`config.mk`:
```
export PLATFORM = sky130hd
export DESIGN_NAME = tslc_ctrl
export DESIGN_NICKNAME = d
export VERILOG_FILES = /design/src/rtl/tslc_pkg.sv /design/src/rtl/tslc_ctrl.sv
export SDC_FILE = /design/constraint.sdc
export NUM_CORES = 1
export LEC_CHECK = 0
export BUFFER_PORTS_ARGS = -buffer_cell sky130_fd_sc_hd__buf_4
export CAP_MARGIN = 20
export CORE_AREA = 4 4 41 43
export DETAILED_ROUTE_END_ITERATION = 10
export DIE_AREA = 0 0 45 47
export PLACE_DENSITY_LB_ADDON = 0.05
export SLEW_MARGIN = 40
export SYNTH_ARGS = -nofsm -noshare
export SYNTH_HDL_FRONTEND = slang
export SYNTH_SLANG_ARGS = --single-unit
```
`constraint.sdc`:
```
create_clock -name i_clk -period 1.3 [get_ports i_clk]
set_input_delay 0.13 -clock i_clk [delete_from_list [all_inputs] [get_ports i_clk]]
set_output_delay 0.13 -clock i_clk [all_outputs]
set_load 0.005 [all_outputs]
```
`src/rtl/tslc_pkg.sv`:
```
// Shared constants, codes and types of the tensor store layout converter.
`timescale 1ns / 1ps

package tslc_pkg;

    localparam int MAX_ELEMENTS = 4096;
    localparam int MAX_DIM      = 64;

    localparam int ADDR_W     = $clog2(MAX_ELEMENTS);
    localparam int SIZE_W     = ADDR_W + 1;
    localparam int PROD_W     = 4 * $clog2(MAX_DIM) + 1;
    localparam int DATA_W     = 32;
    localparam int CMD_W      = 2;
    localparam int IDX_W      = 6;
    localparam int DIM_W      = 7;
    localparam int RANK_W     = 3;
    localparam int STEP_W     = 2;
    localparam int CFG_IDX_W  = 3;
    localparam int CFG_DATA_W = 7;

    // Command codes.
    localparam logic [CMD_W-1:0] CMD_SET     = 2'd0;
    localparam logic [CMD_W-1:0] CMD_GET     = 2'd1;
    localparam logic [CMD_W-1:0] CMD_CONVERT = 2'd2;

    // Configuration register indexes.
    localparam logic [CFG_IDX_W-1:0] CFG_RANK  = 3'd0;
    localparam logic [CFG_IDX_W-1:0] CFG_DIM_N = 3'd1;
    localparam logic [CFG_IDX_W-1:0] CFG_DIM_C = 3'd2;
    localparam logic [CFG_IDX_W-1:0] CFG_DIM_H = 3'd3;
    localparam logic [CFG_IDX_W-1:0] CFG_DIM_W = 3'd4;

    localparam logic [RANK_W-1:0] RANK_FULL = 3'd4;

    typedef enum logic [2:0] {
        S_IDLE,
        S_SHAPE,
        S_EXEC,
        S_WALK,
        S_DRAIN,
        S_DONE
    } t_state;

    typedef struct packed {
        logic start;
        logic shape_step;
        logic exec;
        logic walk_step;
        logic flip;
        logic load;
    } t_dp_cmd;

    typedef struct packed {
        logic need_shape;
        logic shape_last;
        logic bad;
        logic conv;
        logic size_zero;
        logic walk_last;
        logic nhwc;
    } t_dp_stat;

endpackage

```
`src/rtl/tslc_ctrl.sv`:
```
// Controller: sequences shape check, bank access and transpose walk, and owns both handshakes.
`timescale 1ns / 1ps

module tslc_ctrl (
    input  logic               i_clk,
    input  logic               i_rst_n,
    input  logic               i_in_valid,
    output logic               o_in_ready,
    output logic               o_out_valid,
    input  logic               i_out_ready,
    input  tslc_pkg::t_dp_stat i_stat,
    output tslc_pkg::t_dp_cmd  o_cmd
);
    import tslc_pkg::*;

    t_state r_state, n_state;
    logic   r_out_valid, n_out_valid;

    always_ff @(posedge i_clk) begin
        if (!i_rst_n) begin
            r_state     <= S_IDLE;
            r_out_valid <= 1'b0;
        end else begin
            r_state     <= n_state;
            r_out_valid <= n_out_valid;
        end
    end

    always_comb begin
        n_state    = r_state;
        o_cmd      = '0;
        o_in_ready = 1'b0;
        unique case (r_state)
            S_IDLE: begin
                o_in_ready = 1'b1;
                if (i_in_valid) begin
                    o_cmd.start = 1'b1;
                    n_state     = i_stat.need_shape ? S_SHAPE : S_EXEC;
                end
            end
            S_SHAPE: begin
                o_cmd.shape_step = 1'b1;
                if (i_stat.shape_last) begin
                    n_state = S_EXEC;
                end
            end
            S_EXEC: begin
                o_cmd.exec = 1'b1;
                if (i_stat.conv && !i_stat.bad) begin
                    n_state = i_stat.size_zero ? S_DRAIN : S_WALK;
                end else begin
                    n_state = S_DONE;
                end
            end
            S_WALK: begin
                o_cmd.walk_step = 1'b1;
                if (i_stat.walk_last) begin
                    n_state = S_DRAIN;
                end
            end
            S_DRAIN: begin
                // The last copied word is written while the banks swap roles.
                o_cmd.flip = 1'b1;
                n_state    = S_DONE;
            end
            S_DONE: begin
                if (!r_out_valid || i_out_ready) begin
                    o_cmd.load = 1'b1;
                    n_state    = S_IDLE;
                end
            end
            default: begin
                n_state = S_IDLE;
            end
        endcase
    end

    always_comb begin
        if (o_cmd.load) begin
            n_out_valid = 1'b1;
        end else begin
            n_out_valid = r_out_valid && !i_out_ready;
        end
    end

    assign o_out_valid = r_out_valid;

endmodule

```
Word-level counts from Yosys, hierarchy flattened --
Index checks and enable logic that the tools add are counted.
Word-level totals: logic and storage cells 37, register bits after elaboration 4, bits of input ports 11
Operators by class: eq/ne operators 9, reduce and logical (&&, ||, !) cells 8, mux-type cells 18
Operators by type and width (count):
- 3-bit 2-to-1 mux | 6
- 3-bit one-hot mux with 6 select lines | 1
- 1-bit 2-to-1 mux | 10
- 2-bit inequality test (second input constant) | 4
- 3-bit by 2-bit equality test with 1-bit output (second input constant) | 2
- 3-bit equality test (second input constant) | 2
- 4-bit AND reduction | 1
- 3-bit by 1-bit equality test with 1-bit output (second input constant) | 1
- 1-bit logical NOT | 3
- 3-bit logical NOT | 1
- 1-bit logical AND | 2
- 2-bit 2-to-1 mux | 1
- 1-bit logical OR | 1

Longest topological paths before layout --
word-level depth 5, gate-level depth with buffers 5, depth with buffers taken out 4

Worst setup path after synthesis --
Ideal clock, no wire load.
kind reg-to-reg, from reg r_state[0], to reg r_state[1], clock period less this slack 1.347 ns, buffers on the path 0, stages on the path, launching flop included 5, arrival time 1.288 ns, setup slack -0.047 ns, library setup time 0.059 ns, path through dfxtp_1 -> nor3b_2 -> or4b_1 -> a21oi_1 -> a22o_1
On the way: longest elaborated chain between the ends 3, elaborated cells on any way between the ends 12, classes of those cells eq/ne (9); mux (1); reduce/logical (2)
RTL lines:
- from (decl) | line tslc_ctrl.sv:16 | t_state r_state, n_state;
- from (signal assigned) | line tslc_ctrl.sv:24 | r_state <= n_state;
- 3-bit equality test (tied with other cells) | line tslc_ctrl.sv:33 | unique case (r_state)
- 2-bit inequality test (no line)
- 4-bit AND reduction (no line)
Parallel ways exist; a longest one is shown, timed or not. A chain may end at the register's enable or synchronous reset.

==> metrics <==
via count=446; Crit path required time=between 1 and 1.5 ns; Slew HR=0.747; clock power share=0.109; die area=approximately 2100 um2; ys async rst share=0; Syn-to-layout area delta=100%; RSZ-0062 raised after global routing=yes; hold_ws=between 0.15 and 0.2 ns; Post-Syn Area=~340 um2; num ports=19; clock skew=roughly 0.004 ns; port bufs=17; GRT Overall Usage=0.110; post-synthesis cell type count=24; Pint=between 0.0008 and 0.0009 W; status=finished with violations; hold crit path type=in -> reg; fmax=roughly 0.74 GHz; Synth Register Bits=4; placed inst area=532 um2; total CTS buffers=3; Final GP Congestion=0.800; vias per inst=just under 5; Synth area leader=dfxtp_1; share of cells above drive strength 1=0.571; antenna viol nets, final=0; Syn Inst Count=between 40 and 50; Crit Path Max Fanout=5; Synth area leaders=dfxtp_1, nand3b_1, mux2i_1; worst-skew pair later-pin latency=between 0.2 and 0.25 ns; Initial Util=0.258; register area share after synthesis=0.239; number of synthesized flops with an enable pin=0; Mapped Nets=58; Routed WL=1.01 mm; initial antenna violation count=0; mean post-synth cell area=between 7 and 8 um2; height of the die=47 um; Filler cells=about 140; Worst Tran Pin Value=0.375 ns; Primary FF master, synth=dfxtp_1; area fraction of the dominant cell type after synthesis=0.239; crit start category=register; first-pass GRT wire length=about 1.7 mm; final period utilization=1.04; Post-synth top cells=dfxtp_1, nand2_1, nor2_1; clk buf depth=2; Die X=45 um; 1st-iter DRT viols=2; total of max-cap violations=0; Pleak=0.316 nW; CTS Root Cell=clkbuf_4; TritonCTS clock tree=built; grt ovf=0; WP data arrival=around 1.2 ns; violated checks=setup timing; ant diodes=0; largest net degree at the start of global routing=10; hold_buf cts=0; CP Class=reg -> out; final hold violations=0; max-slew violation count=0; Pwr per Cell Area=2050 nW/um2; Reg power frac=0.149; Detailed Routing Iterations Pass 1=3; CORE AREA=about 1300 um2; Worst-path clk slew=approximately 0.04 ns; Net Switching=roughly 0.00049 W; setup slack after layout=-0.0525 ns; hpwl dp=between 700 and 800 um; Ys Warns=0; vias in the first global route=approximately 430; endpoint class of the critical path=primary output; Post-Layout Inst Area=671 um2; routed len/inst=approximately 11 um; row cnt=13; maximum vdd ir drop=~1200 uV; H-Tree Level Count=1; drt drc=0; post-route minimum period=between 1 and 1.5 ns; final setup fails=2; Layout Nets=90; Sink Count=4; Comb power frac=0.742; switching share of total power=0.356
[layer usage]
metal / global-route usage / routed length (um)
met5: 0 / 0
met4: 0.0526 / 0
met3: 0.0230 / 39
met2: 0.195 / 543
met1: 0.126 / 422
[critical path, stage by stage, from the launching register on]
cell	delay (ns)
dfxtp_2	0.32
buf_6	0.12
buf_8	0.13
nor3_4	0.17
and2_1	0.14
buf_4	0.10
[registers in the layout, summed over array words and instances, names as in the netlist]
| register | count |
|---|---|
| o_out_valid | 1 |
| r_state | 3 |
[cell usage in the layout, fill, tap and decap left out, types with 3 or more instances in the layout]
master	synthesis	final
nand2_1	4	3
dfxtp_2	0	3
clkbuf_4	0	3
nor2_1	4	3
buf_8	0	3
buf_4	0	22
o21ai_0	3	3
buf_6	0	5
nand3b_1	3	3
[through the flow]
stage / power [W] / worst slack [ns] / setup TNS, ns / instances / utilization
final: 0.00138 / -0.0525 / -0.0809 / 92 / 0.515
after detailed placement: 0.000909 / -0.00215 / -0.00215 / 84 / 0.409
after floorplan: 0.000567 / 0.00307 / 0 / 47 / -
after global routing: 0.00149 / -0.111 / -0.348 / 92 / 0.515
after global placement: 0.000916 / -0.0252 / -0.0252 / 84 / 0.409
after CTS: 0.00129 / -0.0661 / -0.121 / 91 / 0.486
[cells by family (layout without fill, tap and decap cells)]
group	after synthesis	in the layout	synth area share
flip-flops	4	4	0.239
AND/OR/NAND/NOR	22	22	0.384
multiplexers	2	2	0.0597
AO/OA/AOI/OAI	13	13	0.246
buffers and inverters	6	36	0.0709
[repair_timing]
| action | 4_1_cts | 5_1_grt |
|---|---|---|
| gates resized for setup | 13 | 9 |
| setup endpoints to repair | 7 | 7 |
| pin swaps | 3 | 4 |
| setup buffers | 4 | 1 |
[layout make-up]
| cell class | count | area [um2] | share of cell area |
|---|---|---|---|
| tap | 15 | 18.8 | 0.0280 |
| clock buffer | 3 | 22.5 | 0.0336 |
| multi-input combinational | 37 | 268 | 0.399 |
| timing repair buffer | 30 | 267 | 0.397 |
| inverter | 3 | 11.3 | 0.0168 |
| sequential | 4 | 83.8 | 0.125 |
[power groups by stage]
stage	clock [W]	combinational, W	sequential, W
after CTS	0.000158	0.000926	0.000207
after global routing	0.000161	0.00111	0.000215
after floorplan	0	0.000363	0.000205
final	0.000150	0.00102	0.000205
after global placement	0	0.000718	0.000197
after detailed placement	0	0.000711	0.000198
[path summary, 6_finish.rpt]
path,from,end,slack [ns],cells after the start
setup / recovery,r_state[2],o_cmd[5],-0.05,5
hold / removal,i_rst_n,o_out_valid,0.17,2
setup reg to reg,r_state[0],r_state[1],-0.03,4
hold reg to reg,o_out_valid,o_out_valid,0.48,2
Power figures use the tool's default switching activity.
